$ cat src/hw/rtl/gof_pkg.sv
package gof_pkg;

  localparam int GOF_MAX_SEGMENTS = 64;
  localparam int GOF_CFG_IDX_W    = 1;
  localparam int GOF_CFG_DATA_W   = 32;
  localparam int GOF_QUOT_W       = 33;
  localparam int GOF_CNT_W        = 6;

  localparam logic [GOF_CFG_IDX_W-1:0] CFG_SCALE    = 1'b0;
  localparam logic [GOF_CFG_IDX_W-1:0] CFG_SEG_CNT  = 1'b1;

  localparam logic [31:0] SCALE_RESET   = 32'd16777216;
  localparam logic [6:0]  SEG_CNT_RESET = 7'd8;

  localparam logic [1:0] KIND_MOVE  = 2'd0;
  localparam logic [1:0] KIND_LINE  = 2'd1;
  localparam logic [1:0] KIND_QUAD  = 2'd2;
  localparam logic [1:0] KIND_CUBIC = 2'd3;

  localparam logic [1:0] PT_CURVE = 2'd2;

  // point slots of the Bernstein sum
  localparam logic [1:0] SEL_START = 2'd0;
  localparam logic [1:0] SEL_CTRL  = 2'd1;
  localparam logic [1:0] SEL_CTRL2 = 2'd2;
  localparam logic [1:0] SEL_END   = 2'd3;

  typedef struct packed {
    logic       in_ready;
    logic       load;
    logic       map;
    logic [1:0] sel;
    logic       wgt1;
    logic       wgt2;
    logic       acc;
    logic       div_init;
    logic       div_step;
    logic       emit;
    logic       next_pt;
  } cmd_t;

  typedef struct packed {
    logic in_valid;
    logic curve;
    logic last_pt;
    logic out_free;
  } status_t;

endpackage

$ cat src/hw/rtl/gof_ctrl.sv
module gof_ctrl
  import gof_pkg::*;
(
  input  logic    clk,
  input  logic    rst,
  input  status_t st,
  output cmd_t    cmd
);

  typedef enum logic [7:0] {
    S_IDLE = 8'b00000001,
    S_MAP  = 8'b00000010,
    S_WGT1 = 8'b00000100,
    S_WGT2 = 8'b00001000,
    S_ACC  = 8'b00010000,
    S_DIVI = 8'b00100000,
    S_DIV  = 8'b01000000,
    S_EMIT = 8'b10000000
  } state_t;

  state_t               state, state_next;
  logic [GOF_CNT_W-1:0] cnt, cnt_next;

  always_ff @(posedge clk) begin
    if (rst) begin
      state <= S_IDLE;
      cnt   <= '0;
    end else begin
      state <= state_next;
      cnt   <= cnt_next;
    end
  end

  always_comb begin
    state_next = state;
    cnt_next   = cnt;
    cmd        = '0;
    case (state)
      S_IDLE: begin
        cmd.in_ready = 1'b1;
        if (st.in_valid) begin
          cmd.load   = 1'b1;
          cnt_next   = GOF_CNT_W'(SEL_CTRL);
          state_next = S_MAP;
        end
      end
      S_MAP: begin
        cmd.map = 1'b1;
        cmd.sel = cnt[1:0];
        cnt_next = cnt + 1'b1;
        if (cnt[1:0] == SEL_END) state_next = st.curve ? S_WGT1 : S_EMIT;
      end
      S_WGT1: begin
        cmd.wgt1   = 1'b1;
        state_next = S_WGT2;
      end
      S_WGT2: begin
        cmd.wgt2   = 1'b1;
        cnt_next   = '0;
        state_next = S_ACC;
      end
      S_ACC: begin
        cmd.acc  = 1'b1;
        cmd.sel  = cnt[1:0];
        cnt_next = cnt + 1'b1;
        if (cnt[1:0] == SEL_END) state_next = S_DIVI;
      end
      S_DIVI: begin
        cmd.div_init = 1'b1;
        cnt_next     = '0;
        state_next   = S_DIV;
      end
      S_DIV: begin
        cmd.div_step = 1'b1;
        cnt_next     = cnt + 1'b1;
        if (cnt == GOF_CNT_W'(GOF_QUOT_W - 1)) state_next = S_EMIT;
      end
      S_EMIT: begin
        if (st.out_free) begin
          cmd.emit = 1'b1;
          if (!st.curve || st.last_pt) begin
            state_next = S_IDLE;
          end else begin
            cmd.next_pt = 1'b1;
            state_next  = S_WGT1;
          end
        end
      end
      default: state_next = S_IDLE;
    endcase
  end

endmodule

$ cat config.mk
export PLATFORM = sky130hd
export DESIGN_NAME = gof_ctrl
export DESIGN_NICKNAME = d
export VERILOG_FILES = /design/src/hw/rtl/gof_pkg.sv /design/src/hw/rtl/gof_ctrl.sv
export SDC_FILE = /design/constraint.sdc
export NUM_CORES = 1
export LEC_CHECK = 0
export BUFFER_PORTS_ARGS = -buffer_cell sky130_fd_sc_hd__buf_2
export CORE_UTILIZATION = 53
export DETAILED_ROUTE_END_ITERATION = 6
export GPL_TIMING_DRIVEN = 0
export PLACE_DENSITY_LB_ADDON = 0.2
export SETUP_SLACK_MARGIN = 0.3
export SYNTH_ARGS = -nofsm -noshare
export SYNTH_HDL_FRONTEND = slang
export SYNTH_SLANG_ARGS = --single-unit
$ cat constraint.sdc
create_clock -name clk -period 2.41 [get_ports clk]
set_input_delay 0.723 -clock clk [delete_from_list [all_inputs] [get_ports clk]]
set_output_delay 0.723 -clock clk [all_outputs]
set_load 0.02 [all_outputs]
==> impl_metrics.py, run 1 <==
metrics = {
    "run_status": {
        "status": "finished with violations",
        "violations": "setup timing",
    },
    "worst_hold_path": {
        "hold_class": "reg -> reg",
    },
    "placed_design": {
        "placedCellCount": 138,
        "dp_hpwl_um": 1558,
        "routabilityCongestion": 0.8652,
        "dpl_cell_area_um2": 1011,
        "io_buffers": 17,
        "dp_slack_ns": 0.09490,
    },
    "cts": {
        "clockBufferDepth": 2,
        "cts.reportedPaths.clkPinSlew_ns": 0.10,
        "cts_hold_buf": 0,
        "clkLatencyLatePin_ns": 0.30,
        "clockRootBuffer": "clkbuf_4",
        "cts_buffers": 3,
        "clock_sinks": 14,
        "cts_tree": "built",
        "htreeDepth": 1,
    },
    "timing": {
        "fin_setup_tns_ns": -0.02987,
        "tightest_slew_ns": 0.5721,
        "hold_violations": 0,
        "setup-violations-final": 2,
        "rsz0062_at_grt": "yes",
        "fin_skew_ns": 0.01166,
        "fin_crit_sh_pct": 101.1,
        "max_freq_mhz": 410.4,
        "timing.final.ws_setup_ns": -0.02652,
        "drv_slew": 0,
        "slew_headroom_pct": 61.86,
        "fin_crit_ns": 2.437,
    },
    "drt": {
        "ant_nets": 0,
        "wl_met3_um": 365,
        "viasPerCell": 6.512,
        "top_layer": "met4",
        "routedWlPerCell_um": 21.20,
        "wirelength_um": 3604,
        "dr_total_vias": 1107,
        "drtIter0Drc": 77,
        "firstDrtPassIters": 5,
        "wl_met1_um": 1329,
        "dr_wl_met2_um": 1667,
        "drcViolationCount": 0,
    },
    "setup_path": {
        "setup.worst_path.end_class": "output pin",
        "critical_path_arrival_ns": 1.71,
        "crit_type": "reg -> out",
        "cp.required_ns": 1.69,
        "worstPathMaxFanout": 5,
        "start_kind": "register",
    },
    "finish": {
        "synthToLayoutAreaGrowth_pct": 60.84,
        "finalInstanceArea_um2": 1439,
        "final_cell_mix": "buf_4 (28), buf_6 (14), nand3_1 (9)",
        "final_cells": 170,
        "diodes": 0,
        "final_core_util_pct": 93.34,
        "final_common_cell": "buf_4",
        "drive_gt1_share_pct": 56.49,
        "nets": 164,
    },
    "yosys": {
        "synth_area_leader_cell": "dfxtp_1",
        "synth_area_leaders": "dfxtp_1 (31%), nand3_1 (6.7%), nor3_2 (5.6%), a21oi_1 (5.0%), nor4_4 (4.8%)",
        "synth_largest_type_area_fraction_pct": 31.33,
        "ys_ff_latch": 14,
        "syn-num-nets": 113,
        "ys_types": 34,
        "netlist_area_um2": 894.6,
        "ys_warn_count": 0,
        "syn_area_per_cell_um2": 8.520,
        "seq_area_frac_synth_pct": 31.33,
        "synth_cells": 105,
    },
    "pwr": {
        "power_density_nw_per_um2": 901.5,
        "leakagePower_nw": 0.6256,
        "ir_drop_mv": 0.7533,
    },
    "floorplanning": {
        "initial_utilization_pct": 58.04,
        "die_w_um": 43.09,
        "core-area_um2": 1541,
        "fp.dieH_um": 43.09,
        "boundaryPins": 18,
        "dieArea_um2": 1856,
        "rows": 14,
    },
    "global_route": {
        "grt_overflow": 0,
        "antenna_found_initial": 0,
        "grt_max_degree": 11,
        "grt_pass1_vias": 889,
        "grt_use_total_pct": 29.30,
        "grt_pass1_wl_um": 4050,
    },
    "flow_run": {
        "drv_cap": 0,
    },
}
path summary, 6_finish.rpt:
kind	to	slack, ns	startpoint	cells after the start
setup / recovery	cmd[8]	-0.03	state[0]$_SDFFE_PP1P_	5
hold / removal	cnt[0]$_SDFFE_PP0P_	0.52	cnt[0]$_SDFFE_PP0P_	1
setup reg to reg	state[0]$_SDFFE_PP1P_	0.28	state[5]$_SDFFE_PP0P_	9
hold reg to reg	cnt[0]$_SDFFE_PP0P_	0.52	cnt[0]$_SDFFE_PP0P_	1
worst max-delay path: stages, from the launching register on:
cell and delay (ns):
dfxtp_4 0.37, nor4_4 0.36, buf_4 0.19, nand4b_4 0.15, a21oi_2 0.18, buf_4 0.16
final cells by class:
type | instances | area [µm²]
inverter | 10 | 38.79
multi-input combinational | 78 | 638.1
sequential | 14 | 302.8
tap | 16 | 20.02
clock buffer | 3 | 22.52
buffer | 3 | 26.28
fill | 50 | 102.6
timing repair buffer | 46 | 390.4
flip-flops by register name, summed over array words and instances (netlist names):
| signal | count |
|---|---|
| cnt | 6 |
| state | 8 |
cell usage after synthesis:
| master | n |
|---|---|
| nand2b_1 | 1 |
| nor3_2 | 5 |
| nand2_1 | 3 |
| nor4_1 | 2 |
| a21oi_1 | 9 |
| o41ai_1 | 2 |
| o32a_1 | 1 |
| dfxtp_1 | 14 |
| inv_1 | 7 |
| nor4_4 | 2 |
| a31oi_1 | 3 |
| o21ai_0 | 3 |
| a21oi_2 | 1 |
| and4b_1 | 1 |
| buf_6 | 1 |
| inv_2 | 2 |
| ha_1 | 2 |
| nand4b_2 | 2 |
| nand3_1 | 12 |
| clkinv_2 | 1 |
| nand4_1 | 1 |
| o21ai_1 | 1 |
| nor2b_1 | 3 |
| nor2_1 | 9 |
| or4_4 | 1 |
| nand4b_4 | 1 |
| or3_1 | 2 |
| a211oi_1 | 3 |
| nor3_1 | 1 |
| o21a_1 | 3 |
| and2_1 | 1 |
| clkbuf_1 | 2 |
| nand4b_1 | 2 |
| nor4b_1 | 1 |
power by group:
| group | total (mW) | switching, mW | internal (mW) | leakage, nW |
|---|---|---|---|---|
| registers | 0.323 | 0.0521 | 0.271 | 0.118 |
| logic | 0.828 | 0.409 | 0.419 | 0.493 |
| clock network | 0.146 | 0.0874 | 0.0583 | 0.0138 |
| total | 1.30 | 0.549 | 0.749 | 0.626 |
metrics by stage:
step           power (mW)  hold WS [ns]
5_1_grt             1.344        0.5509
3_3_place_gp       0.7518        0.4882
2_1_floorplan      0.6641        0.4651
6_report            1.297        0.5181
4_1_cts             1.136        0.5155
3_5_place_dp       0.7642        0.4998
cell families (layout without fill, tap and decap cells):
kind of cell | Yosys count | count (layout) | synth area share (%)
AND/OR/NAND/NOR | 50 | 50 | 40.98
AO/OA/AOI/OAI | 26 | 26 | 18.46
flip-flops | 14 | 14 | 31.33
buffers and inverters | 13 | 62 | 6.434
adder cells (fa/ha/maj) | 2 | 2 | 2.797
what timing repair did:
action	in CTS	in global routing
endpoints found under the setup margin	12	13
cloned	0	0
pin swaps	6	5
setup buffers	19	10
endpoints found under the hold margin	0	0
gates resized for setup	37	19
per-layer routing:
layer  GRT usage, %  up-vias
met5              0        -
met4          7.273        0
met3          3.830       31
met2          52.84       76
met1          36.10      505
li1               -      495
No activity file was read; power rests on OpenSTA's default activity.
==> inputs of run 2 (changes only) <==
--- a/config.mk
+++ b/config.mk
@@ -5,8 +5,9 @@
 export SDC_FILE = /design/constraint.sdc
 export NUM_CORES = 1
 export LEC_CHECK = 0
+export ABC_AREA = 1
 export BUFFER_PORTS_ARGS = -buffer_cell sky130_fd_sc_hd__buf_2
-export CORE_UTILIZATION = 53
+export CORE_UTILIZATION = 54
 export DETAILED_ROUTE_END_ITERATION = 6
 export GPL_TIMING_DRIVEN = 0
 export PLACE_DENSITY_LB_ADDON = 0.2
==> impl_metrics.py, run 2 <==
metrics = {
    "global_route": {
        "met3_usage_pct": 2.400,
        "grt_use_total_pct": 23.91,
        "grt_max_degree": 11,
        "antenna_found_initial": 0,
        "grt_pass1_wl_um": 3443,
        "grt_overflow": 0,
        "grt_util_met1_pct": 25.62,
        "grt_pass1_vias": 884,
        "top_usage_layer": "met2",
        "grtUsageMet2_pct": 45.00,
    },
    "cts": {
        "clockRootBuffer": "clkbuf_4",
        "clockBufferDepth": 2,
        "htreeDepth": 1,
        "clock_sinks": 14,
        "clkLatencyLatePin_ns": 0.28,
        "cts.reportedPaths.clkPinSlew_ns": 0.08,
        "cts_tree": "built",
        "cts_hold_buf": 0,
        "cts_buffers": 3,
    },
    "setup_path": {
        "cp.depth": 8,
        "path_buf_inv": 4,
        "critical_path_arrival_ns": 1.39,
        "setup.worst_path.end_class": "output pin",
        "crit_path_start": "state[6]$_SDFFE_PP0P_",
        "crit_type": "reg -> out",
        "cp.required_ns": 1.69,
        "max_stage_delay_ns": 0.35,
        "worstPathMaxFanout": 8,
        "rr_worst_depth": 11,
        "rr_endpoint": "state[2]$_SDFFE_PP0P_",
        "reg2reg_from": "state[6]$_SDFFE_PP0P_",
        "crit_chain": "inv_1 -> nand2_2 -> nor2_4 -> nand2_2 -> inv_4 -> nand2_4 -> inv_1 -> buf_4",
        "start_kind": "register",
        "r2r_slack_ns": 1.00,
        "path_delay_family": "simple AND/OR/NAND/NOR gates",
        "cp-endpoint": "cmd[10]",
        "slowest_stage": "dfxtp_2",
    },
    "yosys": {
        "synth_area_leader_cell": "dfxtp_1",
        "ys_types": 21,
        "ys_ff_latch": 14,
        "synth.most_common_cell": "nand2_1",
        "synth_largest_type_area_fraction_pct": 28.32,
        "syn_area_per_cell_um2": 6.264,
        "async_flop_share_pct": 0,
        "seq_area_frac_synth_pct": 28.32,
        "ys_warn_count": 0,
        "netlist_area_um2": 989.7,
        "yosys-top-cells-count": "nand2_1 (35), inv_1 (24), nor2_1 (20), dfxtp_1 (14), nand3_1 (11)",
        "syn-num-nets": 166,
        "synth_cells": 158,
        "synth_area_leaders": "dfxtp_1 (28%), nand2_1 (13%), inv_1 (9.1%), nor2_1 (7.6%), nor2_2 (6.3%)",
        "synth_enable_flop_cells": 0,
        "ys.flop_type": "dfxtp_1",
    },
    "pwr": {
        "clockPowerShare_pct": 24.8,
        "p_sw_share_pct": 32.26,
        "combPwrFrac_pct": 27.9,
        "power_density_nw_per_um2": 410.0,
        "p_sw_mw": 0.1691,
        "leakagePower_nw": 0.6860,
        "total_power_mw": 0.5243,
        "seqPwrFrac_pct": 47.3,
        "ir_drop_mv": 0.4101,
        "internal-power_mw": 0.3552,
    },
    "flow_run": {
        "drv_cap": 0,
    },
    "timing": {
        "hold_violations": 0,
        "fin_skew_ns": 0.003061,
        "tightest_slew_ns": 0.4400,
        "rsz0062_at_grt": "yes",
        "fin_setup_tns_ns": 0,
        "slew_headroom_pct": 70.67,
        "drv_slew": 0,
        "setup-violations-final": 0,
        "max_freq_mhz": 472.6,
        "fin_crit_sh_pct": 87.80,
        "fin_crit_ns": 2.116,
    },
    "finish": {
        "final_cell_mix": "nand2_1 (32), inv_1 (23), nor2_1 (18)",
        "reg_top3": "state: 8 flops, cnt: 6 flops",
        "final_cells": 210,
        "nFillCells": 135,
        "final_common_cell": "nand2_1",
        "final_core_util_pct": 74.06,
        "largest_reg_flops": 8,
        "synthToLayoutAreaGrowth_pct": 29.20,
        "drive_gt1_share_pct": 39.46,
        "top_register": "state",
        "nets": 195,
        "diodes": 0,
    },
    "worst_hold_path": {
        "hold_class": "reg -> reg",
    },
    "drt": {
        "viasPerCell": 4.981,
        "drcViolationCount": 0,
        "wirelength_um": 2339,
        "ant_nets": 0,
        "drtIter0Drc": 21,
        "firstDrtPassIters": 4,
        "routedWlPerCell_um": 11.14,
        "dr_total_vias": 1046,
    },
    "floorplanning": {
        "initial_utilization_pct": 57.32,
        "dieArea_um2": 2008,
        "core-area_um2": 1727,
        "rows": 15,
        "boundaryPins": 18,
        "fp.dieH_um": 44.81,
        "die_w_um": 44.81,
    },
    "placed_design": {
        "placedCellCount": 200,
        "routabilityCongestion": 0.8407,
        "dp_hpwl_um": 1689,
        "io_buffers": 17,
    },
    "run_status": {
        "status": "finished clean",
    },
}
==> run 2: cell types whose count changed in the layout (fill, tap and decap cells not counted), moves of 5 or more <==
cell	delta
nand2_1	+29
inv_1	+19
nand2_2	+6
dfxtp_2	+5
buf_4	-17
nand2_4	+5
nor2_1	+12
nand4_1	+5
nor2_4	+7
buf_2	+8
buf_6	-14
dfxtp_4	-5
nor2_2	+6
==> run 2: kinds of logic after synthesis <==
| kind of cell | after synthesis | share of synthesized area, % |
|---|---|---|
| adders and majority gates | 2 | 2.528 |
| buffers and inverters | 30 | 11.38 |
| AOI/OAI and AO/OA | 13 | 6.700 |
| and+or+nand+nor | 97 | 49.30 |
| xor gates and xnor gates | 2 | 1.770 |
| DFF | 14 | 28.32 |
==> run 2: how the worst min path moves through the flow <==
stage                                    from                  end  cells past startpoint
final                     cnt[4]$_SDFFE_PP0P_  cnt[4]$_SDFFE_PP0P_                      2
after global routing      cnt[4]$_SDFFE_PP0P_  cnt[4]$_SDFFE_PP0P_                      2
after CTS                 cnt[3]$_SDFFE_PP0P_  cnt[3]$_SDFFE_PP0P_                      2
after detailed placement  cnt[3]$_SDFFE_PP0P_  cnt[3]$_SDFFE_PP0P_                      2
after global placement    cnt[3]$_SDFFE_PP0P_  cnt[3]$_SDFFE_PP0P_                      2
after floorplan           cnt[4]$_SDFFE_PP0P_  cnt[4]$_SDFFE_PP0P_                      2
==> run 2: metal layers <==
metal	vias up	wire length, µm
li1	546	-
met1	456	955
met2	35	1203
met3	9	97
met4	0	83
met5	-	0
==> run 2: final cells by class <==
| cell class | instances | area [µm²] | area share (%) |
|---|---|---|---|
| buffer | 1 | 3.754 | 0.2935 |
| clock buffer | 3 | 22.52 | 1.761 |
| timing repair buffer | 24 | 147.6 | 11.55 |
| sequential | 14 | 290.3 | 22.70 |
| tap | 25 | 31.28 | 2.446 |
| inverter | 29 | 113.9 | 8.904 |
| multi-input combinational | 114 | 669.4 | 52.35 |
==> run 2: through the flow <==
step / area [µm²] / hold WS (ns) / setup WS [ns]
after detailed placement: 1111 / 0.5144 / 0.2113
after floorplan: 994.7 / 0.4863 / 0.3137
after global placement: 1111 / 0.5004 / 0.2274
after CTS: 1189 / 0.5246 / 0.2721
final: 1279 / 0.5215 / 0.2939
after global routing: 1279 / 0.5416 / 0.2574
==> run 2: repair_timing <==
item                                    in CTS  in global routing
pin swaps                                    2                  8
endpoints found under the setup margin       4                  5
setup buffers                                4                  3
gates resized for setup                      6                 25
==> run 2: power by group through the flow <==
stage	sequential (mW)	combinational (mW)	clock, mW
after floorplan	0.251	0.0868	0
after global placement	0.252	0.112	0
after detailed placement	0.252	0.115	0
after CTS	0.247	0.127	0.135
after global routing	0.249	0.159	0.138
final	0.248	0.146	0.130
==> run 2: worst register-to-register path, cell delays in order (launching register included) <==
cell and delay, ns:
dfxtp_2 0.38, inv_1 0.08, nand2_2 0.09, nor2_4 0.05
nand2_2 0.09, inv_4 0.05, buf_4 0.13, nand2_1 0.07
nand3_1 0.09, nor2_2 0.15, nand2_1 0.08, nor2_1 0.08
==> inputs of run 3 (changes only) <==
==> constraint.sdc (replaced) <==
create_clock -name clk -period 2.41 [get_ports clk]
set_input_delay 0.1205 -clock clk [delete_from_list [all_inputs] [get_ports clk]]
set_output_delay 0.1205 -clock clk [all_outputs]
set_load 0.02 [all_outputs]
==> impl_metrics.py, run 3 (same netlist as run 2, synthesis figures left out) <==
metrics = {
    "global_route": {
        "grt_max_degree": 11,
        "grt_pass1_wl_um": 3477,
        "grt_use_total_pct": 23.70,
        "grt_pass1_vias": 884,
        "antenna_found_initial": 0,
        "grt_overflow": 0,
    },
    "timing": {
        "fin_setup_tns_ns": 0,
        "fin_crit_sh_pct": 66.31,
        "fin_crit_ns": 1.598,
        "slew_headroom_pct": 71.31,
        "tightest_slew_ns": 0.4303,
        "timing.final.ws_setup_ns": 0.8120,
        "max_freq_mhz": 625.8,
        "fin_skew_ns": 0.001857,
        "setup-violations-final": 0,
        "drv_slew": 0,
        "rsz0062_at_grt": "no",
        "hold_violations": 0,
    },
    "setup_path": {
        "worstPathMaxFanout": 4,
        "path_buf_inv": 1,
        "path_delay_family": "simple AND/OR/NAND/NOR gates",
        "cp_common_cell": "nor2_4",
        "crit_chain": "nor2_2 -> nand3_1 -> nor2_4 -> nor2_4 -> nor2_1 -> buf_2",
        "crit_type": "reg -> out",
        "cp.required_ns": 2.29,
        "rr_endpoint": "state[2]$_SDFFE_PP0P_",
        "r2r_slack_ns": 1.07,
        "start_kind": "register",
        "rr_worst_depth": 8,
        "critical_path_arrival_ns": 1.48,
        "reg2reg_from": "state[2]$_SDFFE_PP0P_",
        "slowest_stage": "dfxtp_1",
        "setup.worst_path.end_class": "output pin",
        "max_stage_delay_ns": 0.35,
    },
    "cts": {
        "cts_tree": "built",
        "cts_buffers": 3,
        "clock_sinks": 14,
        "cts.reportedPaths.clkPinSlew_ns": 0.08,
        "htreeDepth": 1,
        "cts_setup_buffers": 0,
        "cts_resized": 0,
        "clockRootBuffer": "clkbuf_4",
        "cts_hold_buf": 0,
        "clockBufferDepth": 2,
        "clkLatencyLatePin_ns": 0.28,
    },
    "finish": {
        "drive_gt1_share_pct": 27.53,
        "final_common_cell": "nand2_1",
        "nFillCells": 174,
        "top_register": "state",
        "diodes": 0,
        "reg_top3": "state: 8 flops, cnt: 6 flops",
        "synthToLayoutAreaGrowth_pct": 14.03,
        "nets": 188,
        "final_cell_mix": "nand2_1 (35), inv_1 (24), nor2_1 (20)",
        "largest_reg_flops": 8,
    },
    "drt": {
        "drcViolationCount": 0,
        "dr_total_vias": 1015,
        "ant_nets": 0,
        "routedWlPerCell_um": 10.44,
        "viasPerCell": 5.000,
        "drtIter0Drc": 15,
        "firstDrtPassIters": 4,
        "wirelength_um": 2119,
    },
    "floorplanning": {
        "core-area_um2": 1727,
        "rows": 15,
        "boundaryPins": 18,
        "dieArea_um2": 2008,
        "die_w_um": 44.81,
        "initial_utilization_pct": 57.32,
        "fp.dieH_um": 44.81,
    },
    "worst_hold_path": {
        "min_to": "state[6]$_SDFFE_PP0P_",
        "hold_class": "in -> reg",
        "min_path_cells": 2,
        "hold_start": "rst",
    },
    "pwr": {
        "power_density_nw_per_um2": 436.0,
        "leakagePower_nw": 0.6226,
        "ir_drop_mv": 0.3765,
    },
    "run_status": {
        "status": "finished clean",
    },
    "flow_run": {
        "drv_cap": 0,
    },
    "placed_design": {
        "io_buffers": 17,
        "dp_hpwl_um": 1752,
        "dp_slack_ns": 1.066,
        "routabilityCongestion": 0.8765,
    },
}
run 3: changes by cell type in the layout (fill, tap and decap cells not counted), moves of 2 or more:
cell | previous run | this run
nand3_1 | 9 | 11
nor2_4 | 8 | 4
dfxtp_2 | 8 | 0
nand2_4 | 5 | 2
buf_4 | 11 | 0
nand2_1 | 32 | 35
nor2_2 | 8 | 10
inv_4 | 2 | 0
buf_2 | 13 | 17
nor2_1 | 18 | 20
dfxtp_1 | 6 | 14
run 3: layer usage:
metal  up-vias  track usage [%]  wire length [µm]
li1        528                -                 -
met1       457            26.24               878
met2        25            44.71              1112
met3         5            3.600                91
met4         0            9.697                38
met5         -                0                 0
run 3: worst max-delay path by stage:
stage / from / end / depth (start not counted)
2_1_floorplan: state[0]$_SDFFE_PP1P_ / cmd[7] / 5
3_3_place_gp: state[2]$_SDFFE_PP0P_ / state[2]$_SDFFE_PP0P_ / 8
3_5_place_dp: state[2]$_SDFFE_PP0P_ / state[2]$_SDFFE_PP0P_ / 8
4_1_cts: state[2]$_SDFFE_PP0P_ / cmd[8] / 6
5_1_grt: state[4]$_SDFFE_PP0P_ / cmd[10] / 8
6_report: state[2]$_SDFFE_PP0P_ / cmd[8] / 6
run 3: cell type report:
cell class	instances	area (µm²)	area share, %
plain buffers	1	3.754	0.3326
flip-flops and latches	14	280.3	24.83
inverters	29	108.9	9.645
repair buffers	17	85.08	7.539
well taps	25	31.28	2.772
multi-input cells	114	596.8	52.88
clock buffers	3	22.52	1.996
run 3: through the flow:
step                      hold WS [ns]  cell area [µm²]  utilization, %  power, mW  cells
after global routing           0.04131             1129           65.36     0.5205    203
final                          0.04025             1129           65.36     0.4921    203
after CTS                      0.03928             1129           65.36     0.4951    203
after detailed placement        0.3388             1106           64.06     0.3670    200
after global placement          0.3375             1106           64.06     0.3631    200
after floorplan                 0.1896            989.7               -     0.3371    158
run 3: where the power goes:
| group | switching (mW) | internal, mW | leakage [nW] |
|---|---|---|---|
| combinational | 0.0768 | 0.0380 | 0.495 |
| clock | 0.0728 | 0.0580 | 0.0138 |
| sequential | 0.00766 | 0.239 | 0.114 |
| total | 0.157 | 0.335 | 0.623 |
run 3: worst register-to-register path: stages, from the launching register on:
cell     delay, ns
dfxtp_1       0.35
nor2_2        0.15
nand3_1       0.16
nor2_4        0.21
nor2_4        0.07
nor2_1        0.12
nor2_2        0.07
nand2_1       0.06
nor2_1        0.04
